### src/hdl/vff_pkg.sv
package vff_pkg;

  // Fixed formats
  localparam int COORD_W            = 32;
  localparam int COORD_FRAC_BITS    = 16;
  localparam int FACTOR_W           = 17;
  localparam int EXP_TABLE_BITS_DEF = 6;
  localparam int EXP_ARG_W          = 20;   // exp argument, unsigned Q4.16
  localparam int RECIP_BITS         = 48;
  localparam int RECIP_W            = RECIP_BITS + 1;
  localparam int RECIP_LO_W         = 25;   // low slice of the reciprocal multiply
  localparam int MAG_W              = 33;   // linear numerator magnitude

  localparam logic [FACTOR_W-1:0] ONE_Q16 = FACTOR_W'(65536);

  // Stream payload widths
  localparam int IN_DATA_W  = 32;
  localparam int OUT_DATA_W = 24;
  localparam int CFG_IDX_W  = 2;
  localparam int CFG_DATA_W = 32;

  // Fog modes
  localparam logic [1:0] MODE_LINEAR = 2'd0;
  localparam logic [1:0] MODE_EXP    = 2'd1;
  localparam logic [1:0] MODE_EXP2   = 2'd2;

  // Register indexes
  localparam logic [CFG_IDX_W-1:0] REG_MODE    = 2'd0;
  localparam logic [CFG_IDX_W-1:0] REG_START   = 2'd1;
  localparam logic [CFG_IDX_W-1:0] REG_END     = 2'd2;
  localparam logic [CFG_IDX_W-1:0] REG_DENSITY = 2'd3;

  // Per-stage advance enables for the shared pipeline
  typedef struct packed {
    logic s2;
    logic s3;
    logic s4;
  } vff_adv_t;

  // One exp(-x) table entry, Q16: series for exp(-t/256), eight squarings, round
  function automatic logic [FACTOR_W-1:0] exp_entry(input int unsigned k,
                                                    input int unsigned tbits);
    logic [63:0] t;
    logic [63:0] u;
    logic [63:0] sum;
    logic [63:0] term;
    logic [63:0] rnd;
    t    = 64'(k) << (35 - tbits);
    u    = t >> 8;
    sum  = 64'd1 << 31;
    term = 64'd1 << 31;
    term = (term * u) >> 31;
    sum  = sum - term;
    term = ((term * u) >> 31) / 2;
    sum  = sum + term;
    term = ((term * u) >> 31) / 3;
    sum  = sum - term;
    term = ((term * u) >> 31) / 4;
    sum  = sum + term;
    term = ((term * u) >> 31) / 5;
    sum  = sum - term;
    term = ((term * u) >> 31) / 6;
    sum  = sum + term;
    for (int n = 0; n < 8; n++) begin
      sum = (sum * sum + (64'd1 << 30)) >> 31;
    end
    rnd = (sum + 64'd16384) >> 15;
    return rnd[FACTOR_W-1:0];
  endfunction

endpackage

### src/hdl/vff_lin.sv
module vff_lin import vff_pkg::*; (
  input  logic                      clk,
  input  vff_adv_t                  adv,
  input  logic [COORD_W-1:0]        az,
  input  logic signed [COORD_W-1:0] fog_end,
  input  logic [RECIP_W-1:0]        recip,
  input  logic                      recip_neg,
  output logic [FACTOR_W-1:0]       lin_f
);

  localparam int RECIP_HI_W = RECIP_W - RECIP_LO_W;
  localparam int PROD_W     = MAG_W + RECIP_W;

  logic signed [MAG_W:0]          num;
  logic [MAG_W-1:0]               mag_r;
  logic                           zero2_r, zero3_r;
  logic [MAG_W+RECIP_LO_W-1:0]    plo_r;
  logic [MAG_W+RECIP_HI_W-1:0]    phi_r;
  logic [PROD_W-1:0]              sum;
  logic [PROD_W-33:0]             scaled;
  logic [FACTOR_W-1:0]            lin_f_r;

  // Numerator taken in the sign that the reciprocal expects
  assign num = recip_neg ? ({2'b00, az} - {{2{fog_end[COORD_W-1]}}, fog_end})
                         : ({{2{fog_end[COORD_W-1]}}, fog_end} - {2'b00, az});

  // Stage 2: numerator magnitude, zero or wrong sign
  always_ff @(posedge clk) begin
    if (adv.s2) begin
      mag_r   <= num[MAG_W-1:0];
      zero2_r <= num[MAG_W] || (num == '0);
    end
  end

  // Stage 3: two partial products of magnitude times reciprocal
  always_ff @(posedge clk) begin
    if (adv.s3) begin
      plo_r   <= mag_r * recip[RECIP_LO_W-1:0];
      phi_r   <= mag_r * recip[RECIP_W-1:RECIP_LO_W];
      zero3_r <= zero2_r;
    end
  end

  // Stage 4: combine, drop 32 fraction bits, clamp to 1.0
  assign sum    = {phi_r, RECIP_LO_W'(0)} + PROD_W'(plo_r);
  assign scaled = sum[PROD_W-1:32];

  always_ff @(posedge clk) begin
    if (adv.s4) begin
      if (zero3_r) begin
        lin_f_r <= '0;
      end else if (scaled > (PROD_W-32)'(ONE_Q16)) begin
        lin_f_r <= ONE_Q16;
      end else begin
        lin_f_r <= scaled[FACTOR_W-1:0];
      end
    end
  end

  assign lin_f = lin_f_r;

endmodule

### config.mk
export PLATFORM = sky130hd
export DESIGN_NAME = vff_lin
export DESIGN_NICKNAME = d
export VERILOG_FILES = /design/src/hdl/vff_pkg.sv /design/src/hdl/vff_lin.sv
export SDC_FILE = /design/constraint.sdc
export NUM_CORES = 2
export LEC_CHECK = 0
export BUFFER_PORTS_ARGS = -buffer_cell sky130_fd_sc_hd__clkbuf_2
export CAP_MARGIN = 20
export CORE_UTILIZATION = 55
export DETAILED_ROUTE_END_ITERATION = 8
export GPL_ROUTABILITY_DRIVEN = 0
export PLACE_DENSITY = 0.82
export REMOVE_ABC_BUFFERS = 1
export SYNTH_ARGS = -nofsm -noshare
export SYNTH_HDL_FRONTEND = slang
export SYNTH_SLANG_ARGS = --single-unit
### constraint.sdc
create_clock -name clk -period 13.2 [get_ports clk]
set_input_delay 3.96 -clock clk [delete_from_list [all_inputs] [get_ports clk]]
set_output_delay 3.96 -clock clk [all_outputs]
set_load 0.01 [all_outputs]
Word-level counts from Yosys, hierarchy flattened
Cells that the tools add are included.
- add/sub/neg operators: 3
- $mul: 2
- divide/modulo/power cells: 0
- order comparisons: 1
- equality and inequality tests: 0
- shifts and indexed selects: 0
- muxes and demuxes: 2
- bitwise operators: 0
- reduce and logical (&&, ||, !) cells: 3
- operators with widths (kind ; number):
    adder 82 x 58 -> 82 bit ; 1
    multiplier 33 x 25 -> 58 bit ; 1
    multiplier 33 x 24 -> 57 bit ; 1
    > comparator 50 x 17 -> 1 bit (second input constant) ; 1
    logical NOT 34 bit ; 1
    two-way mux 34 bit ; 1
    subtractor 32 x 33 -> 34 bit ; 1
    subtractor 33 x 32 -> 34 bit ; 1
    two-way mux 17 bit ; 1
    OR reduction 2 bit ; 1
    logical OR 1 bit ; 1
- register bits: 167
- latch bits: 0
- memory bits (writable): 0
- bits in read-only memories: 0
- bits of input ports: 118
- output and inout port bits: 17
- logic and storage cells: 18
- memories kept: 0

Longest topological paths before layout
- depth after elaboration: 4
- depth in mapped cells: 28

Least setup slack after synthesis
OpenSTA, ideal clock, no wires.
- path type: input to register
- from: input recip[4]
- to: register plo_r[57] (data pin)
- arrival: 10.409 ns
- data required time: 12.935 ns
- setup slack: 2.526 ns
- stages: 23
- path buffers: 1
- cells stage by stage: clkbuf_1 nand2_1 fa_1 inv_1 fa_1 inv_1 fa_1 fa_1 fa_1 inv_1 fa_1 fa_1 ha_1 and4_1 nand3_1 nor4_1 a211o_1 nand3_1 a2111oi_0 nor2_1 o31ai_1 nor4_1 or3_1
- cells in the longest elaborated chain, start to end: 1
- ends and longest elaborated chain (element ; line ; RTL):
    start: declaration ; vff_lin.sv:6 ; input logic [RECIP_W-1:0] recip,
    multiplier 33 x 25 -> 58 bit ; vff_lin.sv:38 ; plo_r <= mag_r * recip[RECIP_LO_W-1:0];
    end signal: assignment ; vff_lin.sv:38 ;
    end: declaration ; vff_lin.sv:17 ; logic [MAG_W+RECIP_LO_W-1:0] plo_r;
No other way between the ends.
A chain may end at the register's enable or synchronous reset.

Final worst setup path
- from: input recip[10]
- to: register plo_r[57] (data pin)
Same word-level chain as after synthesis.

==> results_dict.tcl <==
set metrics [dict create \
    outcome "complete, no violations" \
    drive_gt1_frac 0.0385 \
    synth_edf_count 142 \
    routedWlPerCell_um 20.9 \
    cts-resized-gates 0 \
    synthFlopType "edfxtp_1" \
    dieWidth_um 337 \
    holdCritStartpoint "zero3_r" \
    endpoint_kind "flop" \
    r2r_setup_slack_ns 4.52 \
    coreArea_um2 111000 \
    worstMarginPinSlew_ns 1.28 \
    grt_usage 0.316 \
    drv_slew 0 \
    met2_usage 0.518 \
    yosys_register_bits 142 \
    yosys_warnings 0 \
    start_util 0.556 \
    hp-class "flop to flop" \
    period_share 0.884 \
    critPathKind "primary input to flop" \
    min_period_ns 11.66 \
    r2r-start "mag_r[15]" \
    port-buffer-count 134 \
    rsz0062_at_grt "false" \
    post_cts_buffers 0 \
    htreeDepth 4 \
    use_met3 0.0684 \
    clkLatencyLatePin_ns 0.49 \
    setup_tns_ns 0 \
    critPathLaunch "recip[10]" \
    pin_count 135 \
    drtAntennaViolNets 0 \
    min_delay_path_depth 2 \
    clk_path_buf_depth 2 \
    setup_viol_count_final 0 \
    first_global_vias 52100 \
    grt_overflow 0 \
    ys_seq_area_frac 0.0692 \
    arrival_ns 11.89 \
    cts_buffers 17 \
    synth-async-reset-ratio 0 \
    avgSynthCellArea_um2 8.96 \
    start_kind "primary input" \
    cts_hold_buffers 0 \
    grt-busiest-layer "met2" \
    max_freq_mhz 85.7 \
    grt_pass1_wl_mm 278 \
    cts.sinks 142 \
    syn_area_um2 61600 \
    drcViolationCount 0 \
    rr_endpoint "phi_r[56]" \
    endpoint "plo_r[57]" \
    grt_util_met1 0.393 \
    timing.final.hold_violations 0 \
    clock_skew_ns 0.0159 \
    dp_hpwl_mm 127 \
    first_pass_iters 8 \
    wl_mm 171 \
    cts-root-buf "clkbuf_16" \
    die_y_um 337 \
    nNetsFinal 8688 \
    cts_tree "yes" \
    maxCapViolations 0 \
    drt_iter0_markers 4025 \
    routed_via_density 5.81 \
    syn_inst 6876 \
    dr_total_vias 47700 \
    ff2ff_path_depth 25 \
    dieArea_um2 113000 \
    rows 122 \
    antenna_found_initial 3 \
    yosys.cell_types.count 84 \
    path_clk_slew_ns 0.07 \
    crit_fanout 33 \
    relSlewSlack 0.147 \
    critical_path_required_ns 13.43 \
    grt_start_max_net_pins 72 \
    fillCellCount 9340 \
    area_delta_synth_final_pct 3.43 \
]
-- worst min path at each step --
stage                      endpoint  slack (ns)
final                     lin_f[16]        0.73
after global routing      lin_f[16]        0.75
after CTS                 lin_f[16]        0.71
after detailed placement  lin_f[16]        0.70
after global placement    lin_f[16]        0.69
after floorplan             zero3_r        0.40
-- per-stage QoR --
step	util	worst slack [ns]	std cells	hold slack, ns	area [um2]
floorplan	-	2.76	6504	0.400	60200
global placement	0.569	1.37	8178	0.693	63100
detailed placement	0.569	1.13	8178	0.700	63100
CTS	0.575	1.61	8210	0.711	63700
global route	0.575	1.19	8210	0.745	63700
finish	0.575	1.54	8212	0.727	63700
-- flip-flops by register name, summed over array words and instances (netlist names) --
name / flops
lin_f: 17
mag_r: 33
phi_r: 57
plo_r: 33
zero2_r: 1
zero3_r: 1
-- routing by layer --
metal | vias to the layer above | share of wire
met5 | - | 0.00015
met4 | 4 | 0.062
met3 | 655 | 0.11
met2 | 2995 | 0.47
met1 | 23900 | 0.35
li1 | 20200 | -
-- Yosys cell counts, types with 7 or more instances --
master / instances / area, um2
o21bai_1: 28 / 210
or2_2: 11 / 68.8
o21a_1: 18 / 135
a21boi_0: 7 / 52.6
clkbuf_1: 356 / 1340
o31a_1: 10 / 87.6
nand2_1: 926 / 3480
o31ai_1: 10 / 75.1
nor4_1: 12 / 75.1
nor3_1: 40 / 200
nand2b_1: 17 / 106
and3_1: 22 / 138
or4_1: 8 / 60.1
xnor2_1: 94 / 823
nand4_1: 45 / 282
o2111ai_1: 8 / 70.1
edfxtp_1: 142 / 4260
fa_1: 1391 / 27800
and4_1: 7 / 61.3
a2111oi_0: 10 / 87.6
and2_1: 832 / 5200
nor2b_1: 15 / 93.8
ha_1: 470 / 5880
nor4b_1: 8 / 70.1
xor2_1: 48 / 420
o21ai_0: 105 / 526
or3_1: 15 / 93.8
a21oi_1: 177 / 886
a21o_1: 70 / 526
a31oi_1: 31 / 194
buf_2: 8 / 40.0
a211oi_1: 22 / 165
o211ai_1: 23 / 173
nor2_1: 94 / 353
inv_1: 1608 / 6040
nor4_2: 8 / 100
nand3_1: 55 / 275
mux2i_1: 9 / 90.1
-- placed cells by master, fill, tap and decap left out, types with 48 or more instances in the layout --
master       n
a21oi_1    177
clkbuf_2   133
xnor2_1     94
buf_4       53
xor2_1      48
fa_1      1391
and2_1     832
a21o_1      70
nor2_1      94
o21ai_0    105
nand2_1    926
nand3_1     55
edfxtp_1   142
ha_1       470
inv_1     1608
-- area by class of cell --
| type | instances | area, um2 | area share |
|---|---|---|---|
| antenna | 2 | 5.00 | 0.0000785 |
| tap | 1488 | 1860 | 0.0292 |
| timing repair buffer | 186 | 1060 | 0.0167 |
| clock buffer | 17 | 425 | 0.00668 |
| multi-input combinational | 4754 | 49900 | 0.783 |
| clock inverter | 15 | 189 | 0.00296 |
| inverter | 1608 | 6040 | 0.0947 |
| sequential | 142 | 4260 | 0.0669 |
-- critical path, cell delays in order --
cell and delay [ns]:
clkbuf_2 0.79, nand2_1 0.20, fa_1 0.56, fa_1 0.55
inv_1 0.06, fa_1 0.51, inv_1 0.06, fa_1 0.53
inv_1 0.05, fa_1 0.46, fa_1 0.49, inv_1 0.05
fa_1 0.47, inv_1 0.05, ha_1 0.35, o2111ai_1 0.13
nor4_1 0.32, a211o_1 0.31, nand3_1 0.23, a2111oi_0 0.50
buf_4 0.19, nor2_1 0.07, o31ai_1 0.51, nor4_1 0.11
or3_1 0.36
-- logic make-up (layout without fill, tap and decap cells) --
group | count (synthesis) | in the layout | synth area share
simple gates | 2136 | 2136 | 0.176
buf+inv | 1980 | 1826 | 0.121
fa+ha+maj | 1861 | 1861 | 0.547
compound gates | 601 | 601 | 0.0634
xor+xnor | 142 | 142 | 0.0202
flops | 142 | 142 | 0.0692
mux | 14 | 14 | 0.00238
other cells | 0 | 2 | 0
Power is not shown: default switching activity piles up to over one toggle a cycle in this logic, so the estimate is an artifact.
