## config.mk

```make
export PLATFORM = sky130hd
export DESIGN_NAME = vff_recip
export DESIGN_NICKNAME = d
export VERILOG_FILES = /design/src/hdl/vff_pkg.sv /design/src/hdl/vff_recip.sv
export SDC_FILE = /design/constraint.sdc
export NUM_CORES = 1
export LEC_CHECK = 0
export BUFFER_PORTS_ARGS = -buffer_cell sky130_fd_sc_hd__buf_4
export CORE_MARGIN = 1.5
export CORE_UTILIZATION = 30
export CTS_BUF_LIST = sky130_fd_sc_hd__clkbuf_4
export DETAILED_ROUTE_END_ITERATION = 8
export SETUP_SLACK_MARGIN = 0.1
export SLEW_MARGIN = 20
export SYNTH_ARGS = -nofsm -noshare
export SYNTH_HDL_FRONTEND = slang
export SYNTH_SLANG_ARGS = --single-unit
```

## constraint.sdc

```tcl
create_clock -name clk -period 10.8 [get_ports clk]
set_input_delay 2.16 -clock clk [delete_from_list [all_inputs] [get_ports clk]]
set_output_delay 2.16 -clock clk [all_outputs]
set_load 0.005 [all_outputs]
```

## src/hdl/vff_pkg.sv

```systemverilog
package vff_pkg;

  // Fixed formats
  localparam int COORD_W            = 32;
  localparam int COORD_FRAC_BITS    = 16;
  localparam int FACTOR_W           = 17;
  localparam int EXP_TABLE_BITS_DEF = 6;
  localparam int EXP_ARG_W          = 20;   // exp argument, unsigned Q4.16
  localparam int RECIP_BITS         = 48;
  localparam int RECIP_W            = RECIP_BITS + 1;
  localparam int RECIP_LO_W         = 25;   // low slice of the reciprocal multiply
  localparam int MAG_W              = 33;   // linear numerator magnitude

  localparam logic [FACTOR_W-1:0] ONE_Q16 = FACTOR_W'(65536);

  // Stream payload widths
  localparam int IN_DATA_W  = 32;
  localparam int OUT_DATA_W = 24;
  localparam int CFG_IDX_W  = 2;
  localparam int CFG_DATA_W = 32;

  // Fog modes
  localparam logic [1:0] MODE_LINEAR = 2'd0;
  localparam logic [1:0] MODE_EXP    = 2'd1;
  localparam logic [1:0] MODE_EXP2   = 2'd2;

  // Register indexes
  localparam logic [CFG_IDX_W-1:0] REG_MODE    = 2'd0;
  localparam logic [CFG_IDX_W-1:0] REG_START   = 2'd1;
  localparam logic [CFG_IDX_W-1:0] REG_END     = 2'd2;
  localparam logic [CFG_IDX_W-1:0] REG_DENSITY = 2'd3;

  // Per-stage advance enables for the shared pipeline
  typedef struct packed {
    logic s2;
    logic s3;
    logic s4;
  } vff_adv_t;

  // One exp(-x) table entry, Q16: series for exp(-t/256), eight squarings, round
  function automatic logic [FACTOR_W-1:0] exp_entry(input int unsigned k,
                                                    input int unsigned tbits);
    logic [63:0] t;
    logic [63:0] u;
    logic [63:0] sum;
    logic [63:0] term;
    logic [63:0] rnd;
    t    = 64'(k) << (35 - tbits);
    u    = t >> 8;
    sum  = 64'd1 << 31;
    term = 64'd1 << 31;
    term = (term * u) >> 31;
    sum  = sum - term;
    term = ((term * u) >> 31) / 2;
    sum  = sum + term;
    term = ((term * u) >> 31) / 3;
    sum  = sum - term;
    term = ((term * u) >> 31) / 4;
    sum  = sum + term;
    term = ((term * u) >> 31) / 5;
    sum  = sum - term;
    term = ((term * u) >> 31) / 6;
    sum  = sum + term;
    for (int n = 0; n < 8; n++) begin
      sum = (sum * sum + (64'd1 << 30)) >> 31;
    end
    rnd = (sum + 64'd16384) >> 15;
    return rnd[FACTOR_W-1:0];
  endfunction

endpackage

```

## src/hdl/vff_recip.sv

```systemverilog
module vff_recip import vff_pkg::*; (
  input  logic                      clk,
  input  logic                      rst_n,
  input  logic                      load,
  input  logic signed [COORD_W-1:0] fog_start,
  input  logic signed [COORD_W-1:0] fog_end,
  output logic [RECIP_W-1:0]        recip,
  output logic                      recip_neg,
  output logic                      busy
);

  localparam int CNT_W = $clog2(RECIP_W);

  typedef enum logic [2:0] {
    ST_IDLE = 3'b001,
    ST_PREP = 3'b010,
    ST_DIV  = 3'b100
  } recip_state_t;

  recip_state_t             state_r, state_nxt;
  logic signed [COORD_W:0]  diff_r, diff_nxt;
  logic [COORD_W-1:0]       dvsr_r, dvsr_nxt;
  logic [COORD_W-1:0]       rem_r, rem_nxt;
  logic [RECIP_W-1:0]       dvd_r, dvd_nxt;
  logic [CNT_W-1:0]         cnt_r, cnt_nxt;
  logic [RECIP_W-1:0]       recip_r, recip_nxt;
  logic                     neg_r, neg_nxt;
  logic [COORD_W:0]         diff_mag;
  logic [COORD_W:0]         rem_sh;
  logic                     ge;

  // Magnitude of the start-to-end span
  assign diff_mag = diff_r[COORD_W] ? (~diff_r + 1'b1) : diff_r;

  // One restoring step: shift in the next dividend bit, subtract if it fits
  assign rem_sh = {rem_r, dvd_r[RECIP_W-1]};
  assign ge     = (rem_sh >= {1'b0, dvsr_r});

  always_comb begin
    state_nxt = state_r;
    diff_nxt  = diff_r;
    dvsr_nxt  = dvsr_r;
    rem_nxt   = rem_r;
    dvd_nxt   = dvd_r;
    cnt_nxt   = cnt_r;
    recip_nxt = recip_r;
    neg_nxt   = neg_r;
    case (state_r)
      ST_IDLE: begin
        if (load) begin
          diff_nxt  = {fog_end[COORD_W-1], fog_end} - {fog_start[COORD_W-1], fog_start};
          state_nxt = ST_PREP;
        end
      end
      ST_PREP: begin
        if (diff_r == '0) begin
          // Equal start and end: factor scale is 1.0
          recip_nxt = RECIP_W'(1) << (RECIP_BITS - COORD_FRAC_BITS);
          neg_nxt   = 1'b0;
          state_nxt = ST_IDLE;
        end else begin
          // Dividend 2^48 + mag/2 rounds the quotient to nearest
          dvsr_nxt  = diff_mag[COORD_W-1:0];
          dvd_nxt   = {1'b1, (RECIP_BITS - COORD_W + 1)'(0), diff_mag[COORD_W-1:1]};
          rem_nxt   = '0;
          cnt_nxt   = CNT_W'(RECIP_W - 1);
          neg_nxt   = diff_r[COORD_W];
          state_nxt = ST_DIV;
        end
      end
      ST_DIV: begin
        rem_nxt = ge ? COORD_W'(rem_sh - {1'b0, dvsr_r}) : rem_sh[COORD_W-1:0];
        dvd_nxt = {dvd_r[RECIP_W-2:0], ge};
        cnt_nxt = cnt_r - 1'b1;
        if (cnt_r == '0) begin
          recip_nxt = {dvd_r[RECIP_W-2:0], ge};
          state_nxt = ST_IDLE;
        end
      end
      default: state_nxt = ST_IDLE;
    endcase
    // A new write restarts the division
    if (load && state_r != ST_IDLE) begin
      diff_nxt  = {fog_end[COORD_W-1], fog_end} - {fog_start[COORD_W-1], fog_start};
      state_nxt = ST_PREP;
    end
  end

  always_ff @(posedge clk) begin
    if (!rst_n) begin
      state_r <= ST_IDLE;
      recip_r <= RECIP_W'(1) << 32;   // end 1.0, start 0
      neg_r   <= 1'b0;
    end else begin
      state_r <= state_nxt;
      recip_r <= recip_nxt;
      neg_r   <= neg_nxt;
    end
  end

  always_ff @(posedge clk) begin
    diff_r <= diff_nxt;
    dvsr_r <= dvsr_nxt;
    rem_r  <= rem_nxt;
    dvd_r  <= dvd_nxt;
    cnt_r  <= cnt_nxt;
  end

  assign recip     = recip_r;
  assign recip_neg = neg_r;
  assign busy      = load || (state_r != ST_IDLE);

endmodule

```

* After elaboration in Yosys (flattened, before gate mapping)
Index checks and enable logic that the tools add are counted.
** Word-level totals
- Flip-flop bits (word level) :: 205
- Logic and storage cells :: 61
- Output and inout bits :: 51
** Operators by class
- Magnitude comparators :: 1
- Mux-type cells :: 20
- Add/sub/neg operators :: 4
- Equality and inequality tests :: 10
- Bitwise operators :: 3
- Reduce and logical (&&, ||, !) cells :: 14
** Operators with widths (number)
- case mux 49 bit (2 select lines) :: 2
- two-way mux 49 bit :: 3
- two-way mux 33 bit :: 3
- two-way mux 32 bit :: 3
- case mux 32 bit (2 select lines) :: 1
- greater-or-equal comparator 33 x 32 -> 1 bit :: 1
- zero test 33 bit :: 1
- subtractor 32 x 32 -> 33 bit :: 1
- adder 32 x 1 -> 32 bit, second input constant :: 1
- inverter 32 bit :: 1
- subtractor 32 bit :: 1
- case mux 6 bit (2 select lines) :: 1
- AND reduction 2 bit :: 5
- two-way mux 3 bit :: 3
- case mux 3 bit (3 select lines) :: 1
- != test 2 bit, second input constant :: 4
- zero test 6 bit :: 1
- two-way mux 6 bit :: 1
- != test 3 bit, second input constant :: 2
- nonzero test 2 bit :: 3
- subtractor 6 x 1 -> 6 bit, second input constant :: 1
- == test 3 x 1 -> 1 bit, second input constant :: 1
- == test 3 x 2 -> 1 bit, second input constant :: 1
- == test 3 bit, second input constant :: 1
- 8 further kinds :: 9

* Longest topological paths before layout
- Depth in word-level cells :: 5
- Depth in mapped cells :: 14
- Mapped depth without buffers :: 12

* Worst setup path after synthesis
No wires, ideal clock.
- Path type :: in2reg
- Start :: input fog_start[7]
- End :: register diff_r[32], data pin
- Path slack :: 5.979 ns
- Data arrival time :: 4.633 ns
- Path buffers :: 0
- Stages :: 11
- Data required time :: 10.612 ns
- Setup time :: 0.188 ns
- Cells stage by stage :: inv_1 > ha_1 > a21o_1 > a21o_1 > a221o_1 > a311oi_1 > o21ai_1 > and4_1 > o21ai_1 > a21boi_0 > o41ai_1
** On the way
- Cells in the longest elaborated chain, start to end :: 4
** Ends and longest elaborated chain
- from (decl) :: line vff_recip.sv:5 : input logic signed [COORD_W-1:0] fog_start,
- subtractor 32 x 32 -> 33 bit (*) :: line vff_recip.sv:51, vff_recip.sv:84
- two-way mux 33 bit :: line vff_recip.sv:50 : if (load) begin
- two-way mux 33 bit :: line vff_recip.sv:48 : case (state_r)
- two-way mux 33 bit (*) :: line vff_recip.sv:83 : if (load && state_r != ST_IDLE) begin
- via diff_nxt[32] :: line vff_recip.sv:21 : logic signed [COORD_W:0] diff_r, diff_nxt;
- to (signal assigned) :: line vff_recip.sv:102 : diff_r <= diff_nxt;
- to (decl) :: line vff_recip.sv:21
Mark *: on every way through the listed nets, which the timed path passes. The rest lies on a longest branch. The select of a mux whose other input is x is not followed.
A chain may end at the register's enable or synchronous reset.

* Worst setup path in the final report
- Start :: input load
- End :: output busy
** On the way
- Cells in the longest elaborated chain, start to end :: 1
** Ends and longest elaborated chain
- from (decl) :: line vff_recip.sv:4 : input logic load,
- logical OR 1 bit :: line vff_recip.sv:111 : assign busy = load || (state_r != ST_IDLE);
- to (decl) :: line vff_recip.sv:9 : output logic busy
Every way passes these cells.

==> flow_summary.toml <==
[synthesis]
synth_edf_count = 152
ys_seq_elements = 205
synth_area_per_cell_um2 = 10.33
synthFlopType = "edfxtp_1"
synthCells = 1120
ys_seq_area_share_pct = 48.61
synth_fp_nets = 1256
ys_types = 67
ys.warnings.count = 0
netlist_area_um2 = 11570
synthArstFlopShare_pct = 0

[clock_network]
hold_buffers = 0
root_buffer = "clkbuf_4"
clk_pin_slew_ns = 0.07
cts_buffer_depth = 3
clkLatencyLatePin_ns = 0.67
htree_levels = 2
tritoncts = "done"
cts_resized = 0
cts.sinks = 205
postCtsSetupBuffers = 0
numCtsBuffers = 51

[setup_path]
crit_type = "in -> out"
r2r_end = "rem_r[26]$_SDFFCE_PN0P_"
r2r_slack_ns = 6.41
endpoint = "busy"
ff2ff_path_depth = 11
worstSetupEndpointType = "output port"
worst_ep_arrival_time_ns = 2.89
crit_path_start_kind = "primary input"
rr_startpoint = "rem_r[5]$_SDFFCE_PN0P_"
cp_data_required_time_ns = 8.64
crit_fanout = 37
critPathLaunch = "load"

[timing]
worstMarginPinSlew_ns = 1.047
slew_viol_final = 0
holdWs_ns = 0.4655
clock.fmax_mhz = 198.0
grt_setup_unrepaired = "no"
finalCritPeriodShare_pct = 46.77
finalSetupTns_ns = 0
fin_skew_ns = 0.02860
layout_min_cycle_time_ns = 5.051
hold_violations = 0
fin_ws_ns = 5.749
timing.slew.headroom_pct = 30.20
finalSetupViolCount = 0

[pwr]
ir_drop_mv = 0.05040
p_total_mw = 1.871
powerDensity_nw_per_um2 = 137.3
p_leak_nw = 5.572

[drt]
wl_per_cell_um = 14.52
drtIter0Drc = 331
ant_nets = 0
viasPerCell = 4.752
first_pass_iters = 4
drc_errors = 0
routed_wirelength_um = 26230
vias = 8587

[floorplan]
dieArea_um2 = 39770
die_w_um = 199.4
start_util_pct = 30.58
die_h_um = 199.4
core_area_um2 = 37840
io_pins = 118
rows = 71

[global_route]
grtUsageMet3_pct = 2.312
use_met2_pct = 22.93
gr-total-overflow = 0
grt_max_degree = 63
grt_pass1_wl_um = 43000
grt_pass1_vias = 8670
grt.total_usage_pct = 13.40
use_met1_pct = 17.05
antenna_found_initial = 1
top_usage_layer = "met2"

[finish]
area_delta_synth_final_pct = 17.78
layout_common_cells = "edfxtp_1, buf_4, nor2_1"
fill_cells = 3879
layout_commonest_cell = "edfxtp_1"
nets = 1392
drive_above_1_share_pct = 18.46

[job]
drv_cap = 0

[place]
portBuffers = 117
dp_hpwl_um = 18650
gp_congestion = 0.8428
place_ws_ns = 5.334

[worst_hold_path]
worstHoldStart = "recip[32]$_SDFFE_PN1P_"
hp-class = "reg -> reg"

[status]
outcome = "complete, no violations"
[cell usage after synthesis (10+ instances only)]
cell | instances | area, um2
ha_1 | 67 | 838.3
nand2_1 | 70 | 262.8
mux2i_1 | 23 | 230.2
xnor2_1 | 64 | 560.5
edfxtp_1 | 152 | 4564
a22o_1 | 40 | 350.3
nor3_1 | 14 | 70.07
xor2_1 | 19 | 166.4
o21ai_0 | 46 | 230.2
o21a_1 | 14 | 105.1
dfxtp_1 | 53 | 1061
a21o_1 | 23 | 172.7
o21bai_1 | 10 | 75.07
inv_1 | 96 | 360.4
clkbuf_1 | 29 | 108.9
nand2b_1 | 16 | 100.1
nand3_1 | 14 | 70.07
and2_1 | 24 | 150.1
o31ai_1 | 11 | 82.58
a21oi_1 | 70 | 350.3
or3_1 | 14 | 87.58
nor2_1 | 110 | 412.9
[power breakdown]
| group | internal (mW) | switching, mW | total, mW |
|---|---|---|---|
| sequential | 0.906 | 0.0274 | 0.933 |
| clock | 0.319 | 0.314 | 0.634 |
| combinational | 0.135 | 0.170 | 0.305 |
| total | 1.36 | 0.511 | 1.87 |
[final cells by class]
type,count,area (um2),share of cell area (%)
clock inverters,17,71.32,0.5232
multi-input cells,779,5446,39.95
flip-flops and latches,205,5625,41.27
clock buffers,75,563.0,4.130
well taps,511,639.4,4.690
inverters,96,360.3,2.643
diodes,1,2.502,0.01836
repair buffers,123,923.4,6.774
[state kept, by name, indices dropped and copies added (netlist names)]
signal     flops
cnt_r          6
recip         49
state_r        3
dvd_r         49
recip_neg      1
rem_r         32
dvsr_r        32
diff_r        33
[worst max-delay path: stages]
cell   delay (ns)
buf_4        0.23
or2_2        0.36
buf_4        0.14
[routing by layer]
layer,share of wire (%),vias up
met3,3.8,31
met2,48,167
met5,0,-
li1,-,4352
met1,47,4037
met4,1.8,0
[how the worst min path moves through the flow]
stage	to	slack, ns	cells after the start
after floorplan	recip[32]$_SDFFE_PN1P_	0.44	2
after global placement	recip[30]$_SDFFE_PN0P_	0.45	1
after detailed placement	recip[32]$_SDFFE_PN1P_	0.46	2
after CTS	recip[32]$_SDFFE_PN1P_	0.47	2
after global routing	recip[32]$_SDFFE_PN1P_	0.49	2
final	recip[32]$_SDFFE_PN1P_	0.47	2
[kinds of logic after synthesis]
family	Yosys count	share of synthesized area (%)
simple gates	313	13.23
compound gates	282	16.80
flops	205	48.61
buf+inv	136	4.627
xor+xnor	83	6.281
fa+ha+maj	69	7.589
mux	32	2.865
[per-stage QoR]
stage	utilization (%)	cells	cell area, um2
after floorplan	-	1120	11570
after global placement	34.32	1714	12990
after detailed placement	34.32	1714	12990
after CTS	36.00	1806	13620
after global routing	36.02	1807	13630
final	36.02	1807	13630
(Power assumes the default switching activity.)
