### config.mk
export PLATFORM = sky130hd
export DESIGN_NAME = vff_exp
export DESIGN_NICKNAME = d
export VERILOG_FILES = /design/src/hdl/vff_pkg.sv /design/src/hdl/vff_exp.sv
export SDC_FILE = /design/constraint.sdc
export NUM_CORES = 2
export LEC_CHECK = 0
export BUFFER_PORTS_ARGS = -buffer_cell sky130_fd_sc_hd__buf_2
export CORE_ASPECT_RATIO = 1.1
export CORE_MARGIN = 3
export CORE_UTILIZATION = 60
export DETAILED_ROUTE_END_ITERATION = 7
export HOLD_SLACK_MARGIN = 0.05
export PLACE_DENSITY = 0.87
export REMOVE_ABC_BUFFERS = 1
export SLEW_MARGIN = 20
export SYNTH_ARGS = -nofsm -noshare
export SYNTH_HDL_FRONTEND = slang
export SYNTH_SLANG_ARGS = --single-unit
### constraint.sdc
create_clock -name clk -period 9.9 [get_ports clk]
set_input_delay 0.99 -clock clk [delete_from_list [all_inputs] [get_ports clk]]
set_output_delay 0.99 -clock clk [all_outputs]
set_load 0.1 [all_outputs]
### src/hdl/vff_pkg.sv
package vff_pkg;

  // Fixed formats
  localparam int COORD_W            = 32;
  localparam int COORD_FRAC_BITS    = 16;
  localparam int FACTOR_W           = 17;
  localparam int EXP_TABLE_BITS_DEF = 6;
  localparam int EXP_ARG_W          = 20;   // exp argument, unsigned Q4.16
  localparam int RECIP_BITS         = 48;
  localparam int RECIP_W            = RECIP_BITS + 1;
  localparam int RECIP_LO_W         = 25;   // low slice of the reciprocal multiply
  localparam int MAG_W              = 33;   // linear numerator magnitude

  localparam logic [FACTOR_W-1:0] ONE_Q16 = FACTOR_W'(65536);

  // Stream payload widths
  localparam int IN_DATA_W  = 32;
  localparam int OUT_DATA_W = 24;
  localparam int CFG_IDX_W  = 2;
  localparam int CFG_DATA_W = 32;

  // Fog modes
  localparam logic [1:0] MODE_LINEAR = 2'd0;
  localparam logic [1:0] MODE_EXP    = 2'd1;
  localparam logic [1:0] MODE_EXP2   = 2'd2;

  // Register indexes
  localparam logic [CFG_IDX_W-1:0] REG_MODE    = 2'd0;
  localparam logic [CFG_IDX_W-1:0] REG_START   = 2'd1;
  localparam logic [CFG_IDX_W-1:0] REG_END     = 2'd2;
  localparam logic [CFG_IDX_W-1:0] REG_DENSITY = 2'd3;

  // Per-stage advance enables for the shared pipeline
  typedef struct packed {
    logic s2;
    logic s3;
    logic s4;
  } vff_adv_t;

  // One exp(-x) table entry, Q16: series for exp(-t/256), eight squarings, round
  function automatic logic [FACTOR_W-1:0] exp_entry(input int unsigned k,
                                                    input int unsigned tbits);
    logic [63:0] t;
    logic [63:0] u;
    logic [63:0] sum;
    logic [63:0] term;
    logic [63:0] rnd;
    t    = 64'(k) << (35 - tbits);
    u    = t >> 8;
    sum  = 64'd1 << 31;
    term = 64'd1 << 31;
    term = (term * u) >> 31;
    sum  = sum - term;
    term = ((term * u) >> 31) / 2;
    sum  = sum + term;
    term = ((term * u) >> 31) / 3;
    sum  = sum - term;
    term = ((term * u) >> 31) / 4;
    sum  = sum + term;
    term = ((term * u) >> 31) / 5;
    sum  = sum - term;
    term = ((term * u) >> 31) / 6;
    sum  = sum + term;
    for (int n = 0; n < 8; n++) begin
      sum = (sum * sum + (64'd1 << 30)) >> 31;
    end
    rnd = (sum + 64'd16384) >> 15;
    return rnd[FACTOR_W-1:0];
  endfunction

endpackage

### src/hdl/vff_exp.sv
module vff_exp import vff_pkg::*; #(
  parameter int EXP_TABLE_BITS = EXP_TABLE_BITS_DEF
) (
  input  logic                  clk,
  input  vff_adv_t              adv,
  input  logic [COORD_W-1:0]    az,
  input  logic [CFG_DATA_W-1:0] fog_density,
  input  logic [1:0]            fog_mode,
  output logic [FACTOR_W-1:0]   exp_f
);

  localparam int SB     = EXP_ARG_W - EXP_TABLE_BITS;
  localparam int TBL_N  = 1 << EXP_TABLE_BITS;
  localparam int F      = COORD_FRAC_BITS;
  localparam int PROD_W = CFG_DATA_W + COORD_W;
  localparam int SQ_IN  = EXP_ARG_W - 2;

  logic [FACTOR_W-1:0]       rom [0:TBL_N];
  logic [PROD_W-1:0]         prod_r;
  logic [2*SQ_IN-1:0]        sq;
  logic                      sat_exp, sat_exp2;
  logic [EXP_ARG_W-1:0]      arg_r;
  logic                      sat3_r, sat4_r;
  logic [EXP_TABLE_BITS:0]   idx_a, idx_b;
  logic [FACTOR_W-1:0]       ta, tb;
  logic [FACTOR_W-1:0]       a_r, d_r;
  logic                      up_r;
  logic [SB-1:0]             fr_r;
  logic [FACTOR_W+SB-1:0]    step_prod;
  logic [FACTOR_W-1:0]       step;

  // exp(-x) segment ends over [0,16], both ends included
  for (genvar k = 0; k <= TBL_N; k++) begin : g_rom
    assign rom[k] = exp_entry(k, EXP_TABLE_BITS);
  end

  // Stage 2: density times |z|
  always_ff @(posedge clk) begin
    if (adv.s2) begin
      prod_r <= fog_density * az;
    end
  end

  // Stage 3: argument in Q.16, squared for exp2, range saturation
  assign sq       = prod_r[F+SQ_IN-1:F] * prod_r[F+SQ_IN-1:F];
  assign sat_exp  = |prod_r[PROD_W-1:F+EXP_ARG_W];
  assign sat_exp2 = |prod_r[PROD_W-1:F+SQ_IN];

  always_ff @(posedge clk) begin
    if (adv.s3) begin
      if (fog_mode == MODE_EXP2) begin
        arg_r  <= sq[2*SQ_IN-1:16];
        sat3_r <= sat_exp2;
      end else begin
        arg_r  <= prod_r[F+EXP_ARG_W-1:F];
        sat3_r <= sat_exp;
      end
    end
  end

  // Stage 4: fetch both segment ends, hold slope magnitude and direction
  assign idx_a = {1'b0, arg_r[EXP_ARG_W-1:SB]};
  assign idx_b = idx_a + 1'b1;
  assign ta    = rom[idx_a];
  assign tb    = rom[idx_b];

  always_ff @(posedge clk) begin
    if (adv.s4) begin
      a_r    <= ta;
      up_r   <= (ta < tb);
      d_r    <= (ta < tb) ? (tb - ta) : (ta - tb);
      fr_r   <= arg_r[SB-1:0];
      sat4_r <= sat3_r;
    end
  end

  // Interpolate within the segment; output stage registers the result
  assign step_prod = d_r * fr_r;
  assign step      = step_prod[FACTOR_W+SB-1:SB];
  assign exp_f     = sat4_r ? '0 : (up_r ? (a_r + step) : (a_r - step));

endmodule

* Word level (Yosys, flattened, before mapping)
Memories as Yosys holds them, arrays and structs flattened.
Cells that the tools add are included.
** Cells by class
- Add/sub/neg operators :: 5
- $mul :: 3
- Order comparisons :: 3
- Eq/ne operators :: 1
- Multiplexer cells :: 9
- Bitwise logic cells :: 2
- Reduce and logical (&&, ||, !) cells :: 2
** Operators with widths (count)
- $mux 17 :: 7
- $mul 32x32->64 :: 1
- $sub 17x17->17 :: 3
- $mul 18x18->36 :: 1
- $mul 17x14->31 :: 1
- $reduce_or 30->1 :: 1
- $reduce_or 28->1 :: 1
- $mux 20 :: 1
- $add 17x17->17 :: 1
- $lt 17x17->1 :: 1
- $ge 8x8->1 const B :: 2
- $not 6->8 :: 1
- $not 7->8 :: 1
- $add 6x1->7 const B :: 1
- $eq 2x2->1 const B :: 1
- $mux 1 :: 1
** Storage, ports and cells
- Register bits :: 135
- ROM bits :: 4352
- Input bits :: 70
- Output and inout port bits :: 17
- Word-level logic and storage cells :: 35
- Memories kept :: 2
** Memories
- (no name shown) :: depth 128, bits a word 17, rd ports 1, clocked after memory_dff 0, wr ports 0, line vff_exp.sv:65 : assign tb = rom[idx_b];
- (no name shown) :: depth 128, bits a word 17, rd ports 1, clocked after memory_dff 0, wr ports 0, line vff_exp.sv:64 : assign ta = rom[idx_a];

* Depth between registers and ports, before layout
- Word-level depth :: 7
- Gate-level depth with buffers :: 40

* Worst setup path after synthesis
Ideal clock, no wire load.
- Path kind :: flip-flop to output port
- Start point :: reg fr_r[6]
- End point :: out exp_f[16]
- Arrival :: 9.129 ns
- Data required time :: 8.910 ns
- Path slack :: -0.219 ns
- Cell stages (with the launch flop) :: 37
- Path through :: edfxtp_1 clkbuf_1 clkbuf_1 nand2_1 fa_1 fa_1 fa_1 inv_1 fa_1 fa_1 inv_1 fa_1 inv_1 ha_1 and3_1 and3_1 nand2_1 a21boi_0 or3_1 and2_1 inv_1 ha_1 nor2_1 xnor2_1 ha_1 nor2b_1 o21ai_0 a21boi_0 o41a_1 a41oi_1 a21oi_1 and4_1 o31a_1 nor2_1 xnor2_1 xnor2_1 nor2_1
** Between the ends
- Word-level cells in the longest chain between the ends :: 4
- Elaborated cells on any way between the ends :: 5
** RTL lines
- start: declaration :: line vff_exp.sv:28 : logic [SB-1:0] fr_r;
- start signal: assignment :: line vff_exp.sv:72 : fr_r <= arg_r[SB-1:0];
- $mul 17x14->31 * :: line vff_exp.sv:78 : assign step_prod = d_r * fr_r;
- $sub 17x17->17 or $add 17x17->17 (tied branches) :: line vff_exp.sv:80 : assign exp_f = sat4_r ? '0 : (up_r ? (a_r + step) : (a_r - step));
- $mux 17 * (2 in a row) :: line vff_exp.sv:80
- end: declaration :: line vff_exp.sv:9 : output logic [FACTOR_W-1:0] exp_f
Every way passes the cells marked *; elsewhere a longest branch is shown, timed or not.

* Worst setup path after layout
- Start point :: reg fr_r[3]
- End point :: out exp_f[16]
The elaborated chain is that of the path after synthesis.

==> metrics.md <==
| Metric | Value |
|---|---|
| Status | `finished, violations left` |
| Failing checks | `negative setup slack` |
| Largest family of logic cells by synthesized area | `adder cells` |
| CP peak stage delay | `520 ps` |
| Clk root buf | `clkbuf_16` |
| Count of pins over their slew limit | `0` |
| Ports | `87` |
| Synth warn | `0` |
| Sequential share of the synthesized area | `6.40%` |
| TritonCTS Buffers | `17` |
| #FFs+latches synth | `119` |
| Largest net degree at the start of global routing | `51` |
| Hold/Removal Path Class | `reg -> reg` |
| Clock tree buffer depth | `2` |
| RSZ-0062 raised after global routing | `true` |
| Number of global-route vias before repair | `47244` |
| Core ar. | `roughly 0.09 mm2` |
| Nets | `8075` |
| Area Overhead vs Synth | `5.51%` |
| Starting density of the core | `60.9%` |
| Number of vias after detailed routing | `~43000` |
| Flop2flop setup slack | `roughly 2400 ps` |
| Post-synthesis mux area share | `less than 1%` |
| Hold bufs inserted after CTS | `0` |
| Die W | `297 um` |
| DR pass1 iterations | `6` |
| Setup slack after layout | `-94.1 ps` |
| Antenna violations before repair | `4` |
| Post-synth EDFFs | `119` |
| Worst skew pair latency | `slightly below 500 ps` |
| Port Buffers | `86` |
| Setup WS pre-CTS | `112 ps` |
| CP Capture Type | `output port` |
| Htree depth | `4` |
| Fin crit share | `101%` |
| Die area | `0.0967 mm2` |
| Slowest stage cell, crit path | `fa_1` |
| Synthesized area | `0.0558 mm2` |
| Final hold slack | `428 ps` |
| Worst path arrival time | `roughly 9000 ps` |
| Post-synth top flop | `edfxtp_1` |
| Global-route wire length before repair | `234000 um` |
| First DRT Iteration DRCs | `3626` |
| Grt total ovfl | `0` |
| Hold Violations, Final | `0` |
| Row Count | `116` |
| Adder-cell share of the synthesized area | `58.1%` |
| CP Launch Type | `flop` |
| Worst-path clk slew | `60 ps` |
| Placed wire-length estimate | `roughly 120000 um` |
| Clk sink count | `119` |
| TritonCTS clock tree | `built` |
| Syn Area/Cell | `8.96 um2` |
| Max_slew headroom | `37.1%` |
| GRT Overall Usage | `30.2%` |
| Post-Synth Simple-Gate Area | `14.9%` |
| Dominant cells by area after synthesis | `fa_1 (46%), ha_1 (12%), inv_1 (10%), nand2_1 (7.5%), edfxtp_1 (6.4%)` |
| Share of cells above drive strength 1 | `around 6.1%` |
| WS Path Type | `reg -> out` |
| Layout Skew | `19.5 ps` |
| Final setup vio count | `1` |
| Netlist cell types | `86` |
| DRC | `0` |
| Synth Area in Compound Gates | `approximately 5.5%` |
| Routed len/inst | `about 19 um` |
| Synth Instances | `about 6200` |
| CP Max Fanout | `5` |
| Final wirelength | `142000 um` |
| Async set-reset flop share out of synthesis | `0%` |
| Routability cong. | `0.959` |
| CP required | `8910 ps` |
| Highest clock rate | `100 MHz` |
| Tmin final | `9990 ps` |
| Area fraction of the dominant cell type after synthesis | `46.2%` |
| Max-Cap Viols | `0` |
| Synth area leader | `fa_1` |
| Filler Cell Count | `6848` |
| Via density | `5.75` |
| Worst-Margin Slew | `944 ps` |
| Detail Route Antenna Nets | `0` |
| Post-synthesis xor/xnor area fraction | `2.34%` |
| Die Y | `326 um` |
final timing paths:
path | from | end | cells after the start
min reg2reg | arg_r[10]$_DFFE_PP_ | fr_r[10]$_DFFE_PP_ | 0
min | arg_r[10]$_DFFE_PP_ | fr_r[10]$_DFFE_PP_ | 0
max reg2reg | prod_r[31]$_DFFE_PP_ | arg_r[19]$_DFFE_PP_ | 21
max | fr_r[3]$_DFFE_PP_ | exp_f[16] | 41
flip-flops by register name (all words and copies together) (netlist names):
| signal | flops |
|---|---|
| sat4_r | 1 |
| prod_r | 48 |
| d_r | 17 |
| a_r | 17 |
| fr_r | 14 |
| up_r | 1 |
| arg_r | 20 |
| sat3_r | 1 |
routing by layer:
metal	global-route usage [%]	part of all wire (%)	up-vias	wire length, um
met5	0	0.018	-	25
met4	15.4	6.0	4	8570
met3	5.57	9.7	635	13800
met2	51.0	49	2380	69200
met1	37.3	35	21426	50400
li1	-	-	18293	-
cell type report:
type	instances	area, um2	area share (%)
antenna	1	2.50	0.00425
inverter	1529	5740	9.75
clock inverter	14	165	0.280
timing repair buffer	245	1780	3.02
multi-input combinational	4273	45600	77.5
tap	1239	1550	2.63
clock buffer	18	429	0.729
sequential	119	3570	6.07
placed cells by master (no fill, tap or decap), types with 9 or more instances in the layout:
master	count
nand2_1	1108
nand3_1	25
fa_1	1284
a21oi_2	9
nand4_1	16
mux2i_1	18
buf_6	14
and3_1	15
a31oi_1	20
xnor2_1	87
and2_1	403
o211ai_1	13
nor3_1	24
buf_4	143
nor2_1	128
inv_2	10
a21oi_1	105
or2_2	9
nor4_1	9
xor2_1	56
nand2b_1	21
ha_1	519
o21bai_1	18
a211oi_1	13
clkbuf_16	17
buf_2	81
o21ai_0	99
edfxtp_1	119
nor2b_1	24
a21o_1	74
inv_1	1518
critical path: cells and delay by family (launching register included):
family	cells	cell delay, ps
compound gates	8	1610
flops	1	400
buf+inv	12	1020
mux	1	280
fa+ha+maj	9	3750
simple gates	8	970
xor+xnor	3	500
cell usage after synthesis (6+ instances only):
| cell | number |
|---|---|
| nor4_1 | 9 |
| ha_1 | 531 |
| nand4_1 | 16 |
| or3_1 | 6 |
| o211ai_1 | 13 |
| o21ai_0 | 103 |
| nand2_1 | 1110 |
| clkbuf_1 | 300 |
| nand2b_1 | 21 |
| nor3_1 | 27 |
| nor2b_1 | 25 |
| nor2_1 | 130 |
| and4_1 | 6 |
| mux2i_1 | 18 |
| o21ai_1 | 6 |
| o21bai_1 | 18 |
| o21a_1 | 6 |
| a21o_1 | 74 |
| inv_1 | 1528 |
| and3_1 | 17 |
| a21oi_1 | 113 |
| o311ai_0 | 7 |
| nand3_1 | 25 |
| xnor2_1 | 88 |
| a31oi_1 | 20 |
| xor2_1 | 59 |
| a211oi_1 | 15 |
| or2_2 | 10 |
| a221oi_1 | 8 |
| and2_1 | 408 |
| edfxtp_1 | 119 |
| fa_1 | 1289 |
cells by family after synthesis:
| logic type | Yosys count |
|---|---|
| DFF | 119 |
| adders and majority gates | 1820 |
| and+or+nand+nor | 1825 |
| buffers and inverters | 1837 |
| muxes | 21 |
| AOI/OAI and AO/OA | 459 |
| xor gates and xnor gates | 148 |
through the flow:
| step | cell area [um2] | cells | util, % | TNS (ps) |
|---|---|---|---|---|
| 6_report | 58900 | 7438 | 64.3 | -94.1 |
| 4_1_cts | 58500 | 7410 | 63.8 | -10.3 |
| 3_3_place_gp | 57500 | 7356 | 62.8 | 0 |
| 2_1_floorplan | 54600 | 5921 | - | -130 |
| 3_5_place_dp | 57500 | 7356 | 62.8 | 0 |
| 5_1_grt | 58900 | 7437 | 64.3 | -882 |
repair_timing:
item	in CTS	in global routing
gates resized for setup	41	49
setup endpoints to repair	6	8
gates cloned	0	0
setup buffers	23	28
hold endpoints to repair	0	0
pin swaps	34	48
Power is not shown: default switching activity piles up to over one toggle a cycle in this logic, so the estimate is an artifact.
